## config.mk

```make
export PLATFORM = sky130hd
export DESIGN_NAME = pds_front
export DESIGN_NICKNAME = d
export VERILOG_FILES = /design/src/design/pds_pkg.sv /design/src/design/pds_front.sv
export SDC_FILE = /design/constraint.sdc
export NUM_CORES = 1
export LEC_CHECK = 0
export ABC_AREA = 1
export BUFFER_PORTS_ARGS = -buffer_cell sky130_fd_sc_hd__buf_2
export CAP_MARGIN = 20
export CORE_ASPECT_RATIO = 1.75
export CORE_MARGIN = 10
export CORE_UTILIZATION = 47
export DETAILED_ROUTE_END_ITERATION = 8
export GPL_TIMING_DRIVEN = 1
export HOLD_SLACK_MARGIN = 0.06
export PLACE_DENSITY_LB_ADDON = 0.2
export SYNTH_ARGS = -nofsm -noshare
export SYNTH_HDL_FRONTEND = slang
export SYNTH_SLANG_ARGS = --single-unit
```

## constraint.sdc

```tcl
create_clock -name i_clk -period 3.2 [get_ports i_clk]
set_input_delay 0.48 -clock i_clk [delete_from_list [all_inputs] [get_ports i_clk]]
set_output_delay 0.48 -clock i_clk [all_outputs]
set_load 0.05 [all_outputs]
```

## src/design/pds_pkg.sv

```systemverilog
// Shared constants, item and stage types, and saturation helpers for the PCM-to-DSD modulator.
package pds_pkg;

    localparam int CHANNELS  = 8;
    localparam int CH_W      = (CHANNELS > 1) ? $clog2(CHANNELS) : 1;

    localparam int CHAN_W    = 6;
    localparam int PCM_W     = 32;
    localparam int SMP_W     = 25;
    localparam int DIFF_W    = 26;
    localparam int X_W       = 30;
    localparam int INT_W     = 36;
    localparam int SUM_W     = 38;
    localparam int DSD_W     = 16;
    localparam int SUB_STEPS = 16;

    // issue stage, prep stage, then two stages per sub-step
    localparam int NSTG      = 2 + 2 * SUB_STEPS;

    localparam int FQ_DEPTH  = 4;
    localparam int FQ_AW     = $clog2(FQ_DEPTH);

    localparam logic [DSD_W-1:0]        BAD_WORD = 16'h6969;
    localparam logic signed [PCM_W-1:0] HALF_PCM = 32'sd8388608;
    localparam logic signed [X_W-1:0]   ONE_FIX  = 30'sd268435456;

    typedef struct packed {
        logic                     bad;
        logic [CH_W-1:0]          ch;
        logic signed [SMP_W-1:0]  cur;
    } t_item;

    typedef struct packed {
        logic signed [SMP_W-1:0]  last;
        logic signed [INT_W-1:0]  i1;
        logic signed [INT_W-1:0]  i2;
        logic                     fb;
    } t_chstate;

    typedef struct packed {
        logic                     valid;
        logic                     bad;
        logic [CH_W-1:0]          ch;
        logic signed [SMP_W-1:0]  cur;
        logic signed [SMP_W-1:0]  prev;
        logic signed [DIFF_W-1:0] diff;
        logic signed [X_W-1:0]    x;
        logic signed [INT_W-1:0]  i1;
        logic signed [INT_W-1:0]  i2;
        logic                     fb;
        logic [DSD_W-1:0]         bits;
    } t_stage;

    // clip a 38-bit sum to the 36-bit integrator range
    function automatic logic signed [INT_W-1:0] sat_int(input logic signed [SUM_W-1:0] v);
        logic signed [INT_W-1:0] res;
        if ((v[SUM_W-1:INT_W-1] == '0) || (v[SUM_W-1:INT_W-1] == '1)) begin
            res = v[INT_W-1:0];
        end else if (v[SUM_W-1]) begin
            res = {1'b1, {(INT_W-1){1'b0}}};
        end else begin
            res = {1'b0, {(INT_W-1){1'b1}}};
        end
        return res;
    endfunction

    // fed-back decision as +/-1.0 with 28 fraction bits
    function automatic logic signed [X_W-1:0] fb_val(input logic fb);
        return fb ? ONE_FIX : -ONE_FIX;
    endfunction

endpackage

```

## src/design/pds_front.sv

```systemverilog
// Input stage: takes items, flags bad channels, clamps the halved sample.
module pds_front (
    input  logic                              i_clk,
    input  logic                              i_rst_n,
    input  logic                              i_valid,
    output logic                              o_stall,
    input  logic [pds_pkg::CHAN_W-1:0]        i_chan,
    input  logic signed [pds_pkg::PCM_W-1:0]  i_pcm_sample,
    output logic                              o_push,
    output pds_pkg::t_item                    o_item,
    input  logic                              i_full
);
    import pds_pkg::*;

    logic   r_valid;
    t_item  r_item;
    t_item  n_item;
    logic   take;

    assign o_stall = r_valid && i_full;
    assign o_push  = r_valid && !i_full;
    assign take    = i_valid && !o_stall;
    assign o_item  = r_item;

    always_comb begin
        n_item.bad = !({1'b0, i_chan} < (CHAN_W + 1)'(CHANNELS));
        n_item.ch  = n_item.bad ? '0 : i_chan[CH_W-1:0];
        // Q8.23 read as Q.24 is already the halved value
        if (i_pcm_sample > HALF_PCM) begin
            n_item.cur = HALF_PCM[SMP_W-1:0];
        end else if (i_pcm_sample < -HALF_PCM) begin
            n_item.cur = -HALF_PCM[SMP_W-1:0];
        end else begin
            n_item.cur = i_pcm_sample[SMP_W-1:0];
        end
    end

    always_ff @(posedge i_clk) begin
        if (!i_rst_n) begin
            r_valid <= 1'b0;
        end else if (take) begin
            r_valid <= 1'b1;
        end else if (o_push) begin
            r_valid <= 1'b0;
        end
    end

    always_ff @(posedge i_clk) begin
        if (take) begin
            r_item <= n_item;
        end
    end

endmodule

```

# Yosys cells after proc, flatten, opt, wreduce, memory -nomap -nowiden
# Cells that the tools add are included.
word_totals:
  reg_bits: 30
  input_bits: 42
  out_inout_bits: 31
  word_cells: 19
classes:
  magnitude_cmp: 3
  mux: 3
  reduce_logical: 8
ops:
  columns: ["cell", "count"]
  rows:
  - ["$gt A32 B25 Y1 const B", 1]
  - ["$lt A32 B24 Y1 const B", 1]
  - ["$mux W25", 1]
  - ["$lt A6 B4 Y1 const B", 1]
  - ["$logic_and A1 B1 Y1", 3]
  - ["$logic_not A1 Y1", 3]
  - ["$mux W1", 2]
  - ["$reduce_bool A2 Y1", 1]
  - ["$reduce_or A2 Y1", 1]

# Longest topological paths before layout
depth:
  ltp_word: 4
  depth_mapped: 10
  mapped_depth_nobuf: 9

# Worst setup path before layout
# No wires, ideal clock.
synth_timing:
  kind: "input-to-reg"
  startpoint: "input i_full"
  endpoint: "register r_item (netlist bit o_item[0]), enable pin"
  setup_ns: 0.415
  arrival_ns: 2.061
  t_required_ns: 2.785
  slack_ns: 0.723
  cell_stages: 3
  n_path_buf: 0
  cell_sequence: "nand2_1 > inv_1 > nor2_1"
synth_between:
  elab_chain_cells: 3
synth_rtl:
  columns: ["item", "line", "text"]
  rows:
  - ["from (decl)", "pds_front.sv:11", "input logic i_full"]
  - ["$logic_and A1 B1 Y1", "pds_front.sv:20", "assign o_stall = r_valid && i_full;"]
  - ["net o_stall", "pds_front.sv:6", "output logic o_stall,"]
  - ["$logic_not A1 Y1", "pds_front.sv:22", "assign take = i_valid && !o_stall;"]
  - ["$logic_and A1 B1 Y1", "pds_front.sv:22", null]
  - ["net take", "pds_front.sv:18", "logic take;"]
  - ["to (signal assigned)", "pds_front.sv:50", "r_item <= n_item;"]
  - ["to (decl)", "pds_front.sv:16", "t_item r_item;"]
# The timed path passes the listed nets, and every way through them passes these cells.
# A chain may end at the register's enable or synchronous reset.

# Worst setup path after layout
layout_timing:
  startpoint: "input i_pcm_sample[11] (netlist name)"
  endpoint: "register r_item (netlist bit o_item[12]) (data pin)"
layout_between:
  elab_chain_cells: 2
  elab_cells_between_ends: 3
  classes_between: "order compare (2); reduce/logical (1)"
layout_rtl:
  columns: ["item", "line", "text"]
  rows:
  - ["from (decl)", "pds_front.sv:8", "input logic signed [pds_pkg::PCM_W-1:0] i_pcm_sample,"]
  - ["$gt A32 B25 Y1 / $lt A32 B24 Y1 (equally long branches)", "pds_front.sv:29, pds_front.sv:31", null]
  - ["$reduce_or A2 Y1 (no source line) (*)", null, null]
# Every way passes the cells marked *; elsewhere a longest branch is shown, timed or not.

==> flow_metrics.env <==
export IMPL_outcome="complete, no violations"
export IMPL_synth_cell_type_count=15
export IMPL_setup_tns_ns=0
export IMPL_hold_depth=1
export IMPL_insertion_delay_ns=0.27
export IMPL_final_antenna_net_count=0
export IMPL_stdcell_count=241
export IMPL_antenna_found_initial=0
export IMPL_die_area_um2=5580
export IMPL_io_buffer_count=72
export IMPL_place_congestion=0.717
export IMPL_crit_type="in2reg"
export IMPL_rows=26
export IMPL_worstSetupStartpoint="i_pcm_sample[11]"
export IMPL_area_growth_pct=33.7
export IMPL_ys_ff_latch=30
export IMPL_clk_path_buf_depth=2
export IMPL_endpoint="o_item[12]$_SDFFCE_PP0P_"
export IMPL_dp_cells=233
export IMPL_grt_util_all_layers=0.113
export IMPL_required_ns=3.31
export IMPL_via_per_inst=4.60
export IMPL_r2r_slack_ns=2.00
export IMPL_ys_warn_count=0
export IMPL_seq_area_um2=891
export IMPL_syn_inst=135
export IMPL_crit_path_start_kind="input pin"
export IMPL_post_route_period_util=0.479
export IMPL_path_clk_slew_ns=0.06
export IMPL_vias=1108
export IMPL_hold_path_class="in2reg"
export IMPL_diodes=0
export IMPL_grt_overflow_total=0
export IMPL_place_ws_ns=1.35
export IMPL_htreeDepth=2
export IMPL_pwr_share_clk=0.320
export IMPL_hold_violations=0
export IMPL_dr_pass1_iters=2
export IMPL_nets=254
export IMPL_max_cap_violations=0
export IMPL_drtIter0Drc=25
export IMPL_maxSlewHeadroom=0.582
export IMPL_power_leakage_nw=0.923
export IMPL_drive_above_1_share=0.545
export IMPL_tightest_slew_ns=0.624
export IMPL_seqPwrFrac=0.487
export IMPL_cts_resized=0
export IMPL_critPathCaptureType="register"
export IMPL_start_util=0.481
export IMPL_fin_worst_skew_ns=0.00144
export IMPL_yosysSeqAreaShare=0.647
export IMPL_fp_coreArea_um2=2860
export IMPL_grt_pass1_wl_um=4770
export IMPL_post_route_util=0.643
export IMPL_ir_worst_vdd_mv=0.410
export IMPL_synth_avg_cell_area_um2=10.2
export IMPL_clock_fmax_mhz=652
export IMPL_cts_root_buf="clkbuf_8"
export IMPL_post_cts_buffers=0
export IMPL_hpwl_um=2560
export IMPL_fin_ws_ns=1.67
export IMPL_period_needed_ns=1.53
export IMPL_swShare=0.287
export IMPL_grt_pass1_vias=1176
export IMPL_rr_worst_depth=4
export IMPL_io_pins=73
export IMPL_cts_hold_buf=0
export IMPL_fin_area_um2=1840
export IMPL_wl_per_cell_um=13.0
export IMPL_cts_tree="done"
export IMPL_arrival_ns=1.65
export IMPL_slew_viol_final=0
export IMPL_placed_area_um2=1750
export IMPL_n_fill_cell=244
export IMPL_die_w_um=60.9
export IMPL_cts_inserted_buffers=5
export IMPL_netlist_area_um2=1380
export IMPL_power_density_nw_per_um2=515
export IMPL_drt_total_wl_um=3120
export IMPL_rsz0062_at_grt="no"
export IMPL_r2r_start="r_valid$_SDFFE_PN0P_"
export IMPL_syn_num_nets=177
export IMPL_die_h_um=91.6
export IMPL_internal_power_w=0.000677
export IMPL_setup_violations_final=0
export IMPL_cts_num_sinks=30
export IMPL_multiInputGateArea_um2=337
export IMPL_rr_endpoint="o_item[11]$_SDFFCE_PP0P_"
export IMPL_worst_path_max_fanout=23
export IMPL_grt_max_degree=30
export IMPL_pwr_share_comb=0.193
export IMPL_drc=0
export IMPL_power_switching_w=0.000272
## registers in the layout, summed over array words and instances, names as in the netlist
name,flops
r_valid,1
o_item,29
## through the flow
step | total power, W | hold WS, ns
after detailed placement | 0.000656 | 0.510
after floorplan | 0.000601 | 0.463
final | 0.000949 | 0.435
after global routing | 0.000988 | 0.441
after global placement | 0.000652 | 0.473
after CTS | 0.000962 | 0.427
## critical path, stage by stage
cell and delay [ns]:
buf_2 0.10, inv_1 0.06, nand2_1 0.05, nor2_1 0.12, nand2_1 0.08, nor2_2 0.10
nand2_1 0.05, nand2_1 0.06, nand2_2 0.34, nor2_1 0.21
## power by group through the flow
stage          logic (W)  registers [W]  clock network, W
5_1_grt         0.000196       0.000465          0.000327
6_report        0.000183       0.000462          0.000304
2_1_floorplan  0.0000483       0.000552                 0
4_1_cts         0.000186       0.000463          0.000313
3_5_place_dp    0.000185       0.000471                 0
3_3_place_gp    0.000182       0.000470                 0
## routing by layer
metal	track usage	wire, µm	up-vias	part of all wire
met5	0	0	-	0
met4	0.0772	65	0	0.021
li1	-	-	562	-
met3	0.0566	448	6	0.14
met2	0.201	1650	52	0.53
met1	0.0851	957	488	0.31
## worst min-delay path by stage
stage                          endpoint                 start
2_1_floorplan      r_valid$_SDFFE_PN0P_  r_valid$_SDFFE_PN0P_
3_3_place_gp       r_valid$_SDFFE_PN0P_  r_valid$_SDFFE_PN0P_
3_5_place_dp       r_valid$_SDFFE_PN0P_  r_valid$_SDFFE_PN0P_
4_1_cts        o_item[24]$_SDFFCE_PN0P_      i_pcm_sample[31]
5_1_grt        o_item[24]$_SDFFCE_PN0P_      i_pcm_sample[31]
6_report       o_item[24]$_SDFFCE_PN0P_      i_pcm_sample[31]
## final cells by class
type                    count  share of cell area
well taps                  28              0.0190
clock buffers               7              0.0469
flip-flops and latches     30               0.484
multi-input cells          70               0.183
clock inverters             1             0.00272
repair buffers             73               0.200
inverters                  32              0.0652
## cell families (layout without fill, tap and decap cells)
group,Yosys count,count (layout),share of synthesized area
compound gates,3,3,0.0127
simple gates,67,67,0.230
buf+inv,35,113,0.111
flops,30,30,0.647
## Yosys cell counts (all sizes together)
master	n	area [µm²]
a21boi	1	7.51
dfxtp	1	20.0
nor2	41	209
inv	32	120
a21oi	1	5.00
buf	2	22.5
or3	1	6.26
edfxtp	29	871
nand2	23	88.8
nand4	2	12.5
dlygate4sd3	1	10.0
o21ai	1	5.00
## layout by cell type, fill, tap and decap left out, types with 2 or more instances in the layout
master / count
buf_2: 72
edfxtp_1: 29
nand4_1: 2
nor2_1: 18
clkbuf_8: 6
inv_2: 12
inv_1: 20
nor2_2: 23
nand2_1: 22
No activity file was read; power rests on OpenSTA's default activity.
