**config.mk**
```make
export PLATFORM = sky130hd
export DESIGN_NAME = pds_fifo
export DESIGN_NICKNAME = d
export VERILOG_FILES = /design/src/design/pds_pkg.sv /design/src/design/pds_fifo.sv
export SDC_FILE = /design/constraint.sdc
export NUM_CORES = 1
export LEC_CHECK = 0
export ABC_AREA = 1
export BUFFER_PORTS_ARGS = -buffer_cell sky130_fd_sc_hd__buf_2
export CAP_MARGIN = 20
export CORE_AREA = 8 8 100 102
export DETAILED_ROUTE_END_ITERATION = 10
export DIE_AREA = 0 0 108 110
export PLACE_DENSITY = 0.83
export SYNTH_ARGS = -nofsm -noshare
export SYNTH_HDL_FRONTEND = slang
export SYNTH_SLANG_ARGS = --single-unit
```
**constraint.sdc**
```tcl
create_clock -name i_clk -period 2.8 [get_ports i_clk]
set_clock_uncertainty 0.1 [all_clocks]
set_input_delay 0 -clock i_clk [delete_from_list [all_inputs] [get_ports i_clk]]
set_output_delay 0 -clock i_clk [all_outputs]
set_load 0.02 [all_outputs]
```
**src/design/pds_pkg.sv**
```systemverilog
// Shared constants, item and stage types, and saturation helpers for the PCM-to-DSD modulator.
package pds_pkg;

    localparam int CHANNELS  = 8;
    localparam int CH_W      = (CHANNELS > 1) ? $clog2(CHANNELS) : 1;

    localparam int CHAN_W    = 6;
    localparam int PCM_W     = 32;
    localparam int SMP_W     = 25;
    localparam int DIFF_W    = 26;
    localparam int X_W       = 30;
    localparam int INT_W     = 36;
    localparam int SUM_W     = 38;
    localparam int DSD_W     = 16;
    localparam int SUB_STEPS = 16;

    // issue stage, prep stage, then two stages per sub-step
    localparam int NSTG      = 2 + 2 * SUB_STEPS;

    localparam int FQ_DEPTH  = 4;
    localparam int FQ_AW     = $clog2(FQ_DEPTH);

    localparam logic [DSD_W-1:0]        BAD_WORD = 16'h6969;
    localparam logic signed [PCM_W-1:0] HALF_PCM = 32'sd8388608;
    localparam logic signed [X_W-1:0]   ONE_FIX  = 30'sd268435456;

    typedef struct packed {
        logic                     bad;
        logic [CH_W-1:0]          ch;
        logic signed [SMP_W-1:0]  cur;
    } t_item;

    typedef struct packed {
        logic signed [SMP_W-1:0]  last;
        logic signed [INT_W-1:0]  i1;
        logic signed [INT_W-1:0]  i2;
        logic                     fb;
    } t_chstate;

    typedef struct packed {
        logic                     valid;
        logic                     bad;
        logic [CH_W-1:0]          ch;
        logic signed [SMP_W-1:0]  cur;
        logic signed [SMP_W-1:0]  prev;
        logic signed [DIFF_W-1:0] diff;
        logic signed [X_W-1:0]    x;
        logic signed [INT_W-1:0]  i1;
        logic signed [INT_W-1:0]  i2;
        logic                     fb;
        logic [DSD_W-1:0]         bits;
    } t_stage;

    // clip a 38-bit sum to the 36-bit integrator range
    function automatic logic signed [INT_W-1:0] sat_int(input logic signed [SUM_W-1:0] v);
        logic signed [INT_W-1:0] res;
        if ((v[SUM_W-1:INT_W-1] == '0) || (v[SUM_W-1:INT_W-1] == '1)) begin
            res = v[INT_W-1:0];
        end else if (v[SUM_W-1]) begin
            res = {1'b1, {(INT_W-1){1'b0}}};
        end else begin
            res = {1'b0, {(INT_W-1){1'b1}}};
        end
        return res;
    endfunction

    // fed-back decision as +/-1.0 with 28 fraction bits
    function automatic logic signed [X_W-1:0] fb_val(input logic fb);
        return fb ? ONE_FIX : -ONE_FIX;
    endfunction

endpackage

```
**src/design/pds_fifo.sv**
```systemverilog
// Short item queue between the front stage and the modulator pipeline.
module pds_fifo (
    input  logic            i_clk,
    input  logic            i_rst_n,
    input  logic            i_push,
    input  pds_pkg::t_item  i_item,
    output logic            o_full,
    input  logic            i_pop,
    output logic            o_head_valid,
    output pds_pkg::t_item  o_head
);
    import pds_pkg::*;

    t_item             r_mem [FQ_DEPTH];
    logic [FQ_AW-1:0]  r_wp;
    logic [FQ_AW-1:0]  r_rp;
    logic [FQ_AW:0]    r_cnt;
    logic              do_pop;

    assign o_full       = (r_cnt == (FQ_AW + 1)'(FQ_DEPTH));
    assign o_head_valid = (r_cnt != '0);
    assign o_head       = r_mem[r_rp];
    assign do_pop       = i_pop && o_head_valid;

    always_ff @(posedge i_clk) begin
        if (!i_rst_n) begin
            r_wp  <= '0;
            r_rp  <= '0;
            r_cnt <= '0;
        end else begin
            if (i_push) begin
                r_wp <= r_wp + 1'b1;
            end
            if (do_pop) begin
                r_rp <= r_rp + 1'b1;
            end
            if (i_push && !do_pop) begin
                r_cnt <= r_cnt + 1'b1;
            end else if (do_pop && !i_push) begin
                r_cnt <= r_cnt - 1'b1;
            end
        end
    end

    always_ff @(posedge i_clk) begin
        if (i_push) begin
            r_mem[r_wp] <= i_item;
        end
    end

endmodule

```
* Word-level counts from Yosys, hierarchy flattened *
Memories as Yosys holds them, arrays and structs flattened. A register that Yosys moved wholly into a read port is not among the register bits.
Cells that the tools add are included.

operators by class
  multipliers = 0
  reductions and logical operators = 7
  order comparisons = 0
  bitwise operators = 0
  muxes and demuxes = 6
  divide/modulo/power cells = 0
  add/subtract/negate cells = 4
  equal/unequal tests = 1
  shifts and indexed selects = 0

operators by type and width
  kind                                                                 count
  3-bit 2-to-1 mux                                                     2
  2-bit by 1-bit adder with 2-bit output (second input constant)       2
  2-bit 2-to-1 mux                                                     2
  3-bit by 1-bit adder with 3-bit output (second input constant)       1
  3-bit equality test (second input constant)                          1
  1-bit logical AND                                                    3
  3-bit nonzero test                                                   1
  3-bit by 1-bit subtractor with 3-bit output (second input constant)  1
  1-bit logical NOT                                                    2
  1-bit 2-to-1 mux                                                     2
  2-bit nonzero test                                                   1

word-level totals
  register bits = 7
  bits in writable memories = 116
  output and inout port bits = 31
  memories kept = 1
  input port bits = 33
  latch bits = 0
  ROM bits = 0
  word-level logic and storage cells = 22

memories
  memory  depth  width  rd ports  clocked after memory_dff  wr ports  RTL line        source
  r_mem   4      29     1         1                         1         pds_fifo.sv:14  t_item r_mem [FQ_DEPTH];

* Longest topological paths before layout *
  depth in word-level cells = 5
  depth in mapped cells = 12
  mapped depth without buffers = 12

* Worst setup path before layout *
OpenSTA, ideal clock, no wires.

  path type = register to register
  start = reg r_cnt[0]
  end = reg r_cnt[1]
  stages on the path, launching flop included = 9
  buffers on the path = 0
  slack = 955 ps
  period minus slack after synthesis = 1,845 ps
  required time = 2,584 ps
  setup time = 116 ps
  arrival time = 1,629 ps
  cells stage by stage = dfxtp_1 > nor2_1 > nand2_1 > nand2_1 > ha_1 > inv_1 > fa_1 > o21ai_0 > nor2_1

between the ends
  word-level cells in the longest chain between the ends = 5
  elaborated cells on any way between the ends = 10
  those cells by class = add/sub: 2; mux: 2; reduce/logical: 6

RTL lines
  what                                                    RTL line        source
  start: declaration                                      pds_fifo.sv:17  logic [FQ_AW:0] r_cnt;
  start signal: assignment                                pds_fifo.sv:38  r_cnt <= r_cnt + 1'b1;
  start signal: assignment                                pds_fifo.sv:40  r_cnt <= r_cnt - 1'b1;
  3-bit nonzero test (*)                                  pds_fifo.sv:21  assign o_head_valid = (r_cnt != '0);
  net o_head_valid                                        pds_fifo.sv:9   output logic o_head_valid,
  1-bit logical AND (*)                                   pds_fifo.sv:23  assign do_pop = i_pop && o_head_valid;
  1-bit logical NOT                                       pds_fifo.sv:37  if (i_push && !do_pop) begin
  1-bit logical AND                                       pds_fifo.sv:37
  3-bit 2-to-1 mux or 2-bit nonzero test (tied branches)  -

Mark *: on every way through the listed nets, which the timed path passes. The rest lies on a longest branch. The select of a mux whose other input is x is not followed.
A chain may end at the register's enable or synchronous reset.

==> out/qor.yml <==
sta:
  tns_ns: 0
  setup_viol: 0
  timing.final.ws_setup_ns: 0.571
  post-route-period-util_pct: 79.6
  tightest_slew_ns: 0.555
  period_needed_ns: 2.23
  hold_viol: 0
  maxSlewHeadroom_pct: 63.0
  slew_violations: 0
  rsz0062_at_grt: "false"
  fmax_mhz: 449
  fin_hold_ws_ns: 0.146
setup_path:
  reg2regPathDepth: 12
  critPathMaxStageDelay_ns: 0.39
  critPathBufInv: 3
  startpoint_type: "flip-flop"
  crit_type: "flip-flop to output pin"
  r2r-end: "r_cnt[2]"
  path_cells: "clkinv_2 -> buf_12 -> o21ai_0 -> o22ai_2 -> buf_2"
  crit_arrival_ns: 2.13
  endpoint_kind: "output pin"
  critical_path_required_ns: 2.70
  crit_family: "buffers and inverters"
  slowest_stage: "clkinv_2"
  worstReg2RegStart: "r_cnt[0]"
  worstPathMaxFanout: 30
  ff2ff_setup_slack_ns: 0.85
finish:
  multi_input_area_mm2: 0.00122
  nets: 487
  final_util_pct: 74.0
  fillerInstances: 486
  finish.instance_area_mm2: 0.00626
  antenna_cells: 0
  layout-drive-gt1-share_pct: 32.9
  ff_latch_area_mm2: 0.00366
  area_growth_syn_to_layout_pct: 23.5
  final_cells: 567
placed_design:
  dp.cells: 505
  post_dp_cell_area_mm2: 0.00547
  dp_hpwl_um: 5950
  place_ws_ns: 0.905
  gp_congestion: 0.752
  io_buffers: 63
worst_hold_path:
  hold_start: "i_item[28]"
  hold_class: "primary input to flip-flop"
  min_path_cells: 2
  holdPathEnd: "r_mem[2][28]"
power:
  pwr_density_cell_mw_per_mm2: 864
  comb_power_share_pct: 26.7
  vdd_drop_max_uv: 516
  seqPwrFrac_pct: 40.8
  p_leak_nw: 2.27
  clkPwrFrac_pct: 32.5
  switching_share_pct: 32.0
  p_int_mw: 3.68
  p_total_mw: 5.41
  netSwitchingPower_mw: 1.73
clocking:
  cts_made_buffers: 17
  ctsHoldBuffers: 32
  cts.repair.resized: 0
  postCtsSetupBuffers: 0
  cts.sinks: 125
  root_buffer: "clkbuf_8"
  cts_tree: "done"
  clockBufferDepth: 2
  clk_latency_ns: 0.51
  ctsHtreeMaxLevel: 4
  path_clk_slew_ns: 0.05
floorplan:
  rows: 34
  die_h_um: 110
  coreArea_mm2: 0.00847
  start_util_pct: 59.9
  die_x_um: 108
  num_io_pins: 64
  dieArea_mm2: 0.0119
yosys:
  synth_warnings: 0
  ys_top_cells_by_area: "edfxtp_1 69%, o21ai_0 5.6%, o22ai_2 4.9%"
  syn_area_mm2: 0.00507
  syn-num-nets: 383
  synth-compound-area-share_pct: 12.6
  synth.distinct_cells: 23
  yosysTopAreaCell: "edfxtp_1"
  yosys_register_bits: 125
  muxShareOfSynthArea_pct: 0
  synth-seq-area-share_pct: 72.2
  syn_area_per_cell_um2: 14.7
  synth_top_area_share_pct: 68.7
  synth_fa_ha_area_share_pct: 1.63
  synth_top_family_by_area: "compound AO/OA/AOI/OAI gates"
  yosys.area_share.simple_pct: 9.64
  syn_inst: 344
  synth-xor-area-share_pct: 0.173
global_route:
  grt_pass1_vias: 3172
  grt_overflow: 0
  grt.total_usage_pct: 18.4
  grt_max_degree: 59
  antenna_found_initial: 0
  grt_pass1_wl_um: 16300
route:
  drc: 0
  vias_per_cell: 5.54
  wl_per_cell_um: 18.4
  drtAntennaViolNets: 0
  finalWirelength_um: 10400
  dr.pass1.iters: 5
  detailroute.via_count: 3142
  drtIter0Drc: 227
run:
  maxCapViolCount: 0
outcome:
  status: "completed"
[cell usage after synthesis]
library cell  count
a21oi_1           5
buf_12            2
buf_2            11
buf_4             1
buf_6             2
clkbuf_1          2
dfxtp_1           9
edfxtp_1        116
fa_1              1
ha_1              5
inv_1            12
inv_2             4
nand2_1          15
nand3_1           3
nor2_1           35
nor2_2            9
nor2_4           20
nor3_1            1
o21ai_0          57
o21ai_1           4
o22ai_1           9
o22ai_2          20
xor2_1            1
[metal layers]
metal | routed length [um] | GRT usage [%] | vias to the layer above
met5 | 0 | 0 | -
met4 | 185 | 9.02 | 0
met1 | 4220 | 22.5 | 1532
li1 | - | - | 1470
met2 | 5310 | 29.9 | 121
met3 | 721 | 4.83 | 19
[power by group through the flow]
stage,sequential (mW),clock [mW],combinational [mW]
detailed placement,2.25,0,1.40
CTS,2.21,1.77,1.44
global placement,2.24,0,1.36
global route,2.22,1.86,1.56
floorplan,2.24,0,1.02
finish,2.21,1.76,1.44
[layout make-up]
cell class | count | share of cell area, %
Multi-Input combinational cell | 185 | 19.4
Clock inverter | 11 | 0.879
Tap cell | 108 | 2.16
Timing Repair Buffer | 103 | 11.3
Inverter | 16 | 0.979
Clock buffer | 19 | 6.73
Sequential cell | 125 | 58.5
[layout by cell type, fill, tap and decap left out, types with 3 or more instances in the layout]
cell type	count
inv_1	12
o22ai_2	20
ha_1	5
buf_2	63
nand2_1	15
buf_4	7
inv_2	3
a21oi_1	5
clkinv_2	9
o22ai_1	9
o21ai_1	4
nor2_1	35
clkbuf_16	16
nand3_1	3
dlygate4sd3_1	32
nor2_2	9
o21ai_0	57
edfxtp_1	116
dfxtp_1	8
nor2_4	20
[how the worst max path moves through the flow]
stage,from,to,slack [ns],depth (start not counted)
finish,flip-flop,o_head[21],0.57,5
global route,flip-flop,o_head[21],0.48,5
CTS,flip-flop,o_head[6],0.57,5
detailed placement,r_cnt[0],r_cnt[2],0.91,12
global placement,r_cnt[1],r_cnt[2],1.02,12
floorplan,r_cnt[0],r_cnt[1],0.96,8
[flip-flops by register name, indices dropped and copies added (netlist names), named ones only]
signal / count
r_mem: 116
r_wp: 2
r_cnt: 3
r_rp: 2
[kinds of logic after synthesis]
| kind of cell | count (synthesis) |
|---|---|
| simple gates | 83 |
| flops | 125 |
| compound gates | 95 |
| xor+xnor | 1 |
| fa+ha+maj | 6 |
| buf+inv | 34 |
[worst reg2reg max path, stage by stage (launching register included)]
cell and delay, ns:
dfxtp_1 0.36, nor2_1 0.12, nand2_1 0.10, nand2_1 0.11
ha_1 0.17, inv_1 0.08, fa_1 0.39, inv_1 0.07
nand2_1 0.05, nand3_1 0.10, nand2_1 0.07, nand2_1 0.07
nor2_1 0.04
No activity file was read; power rests on OpenSTA's default activity.
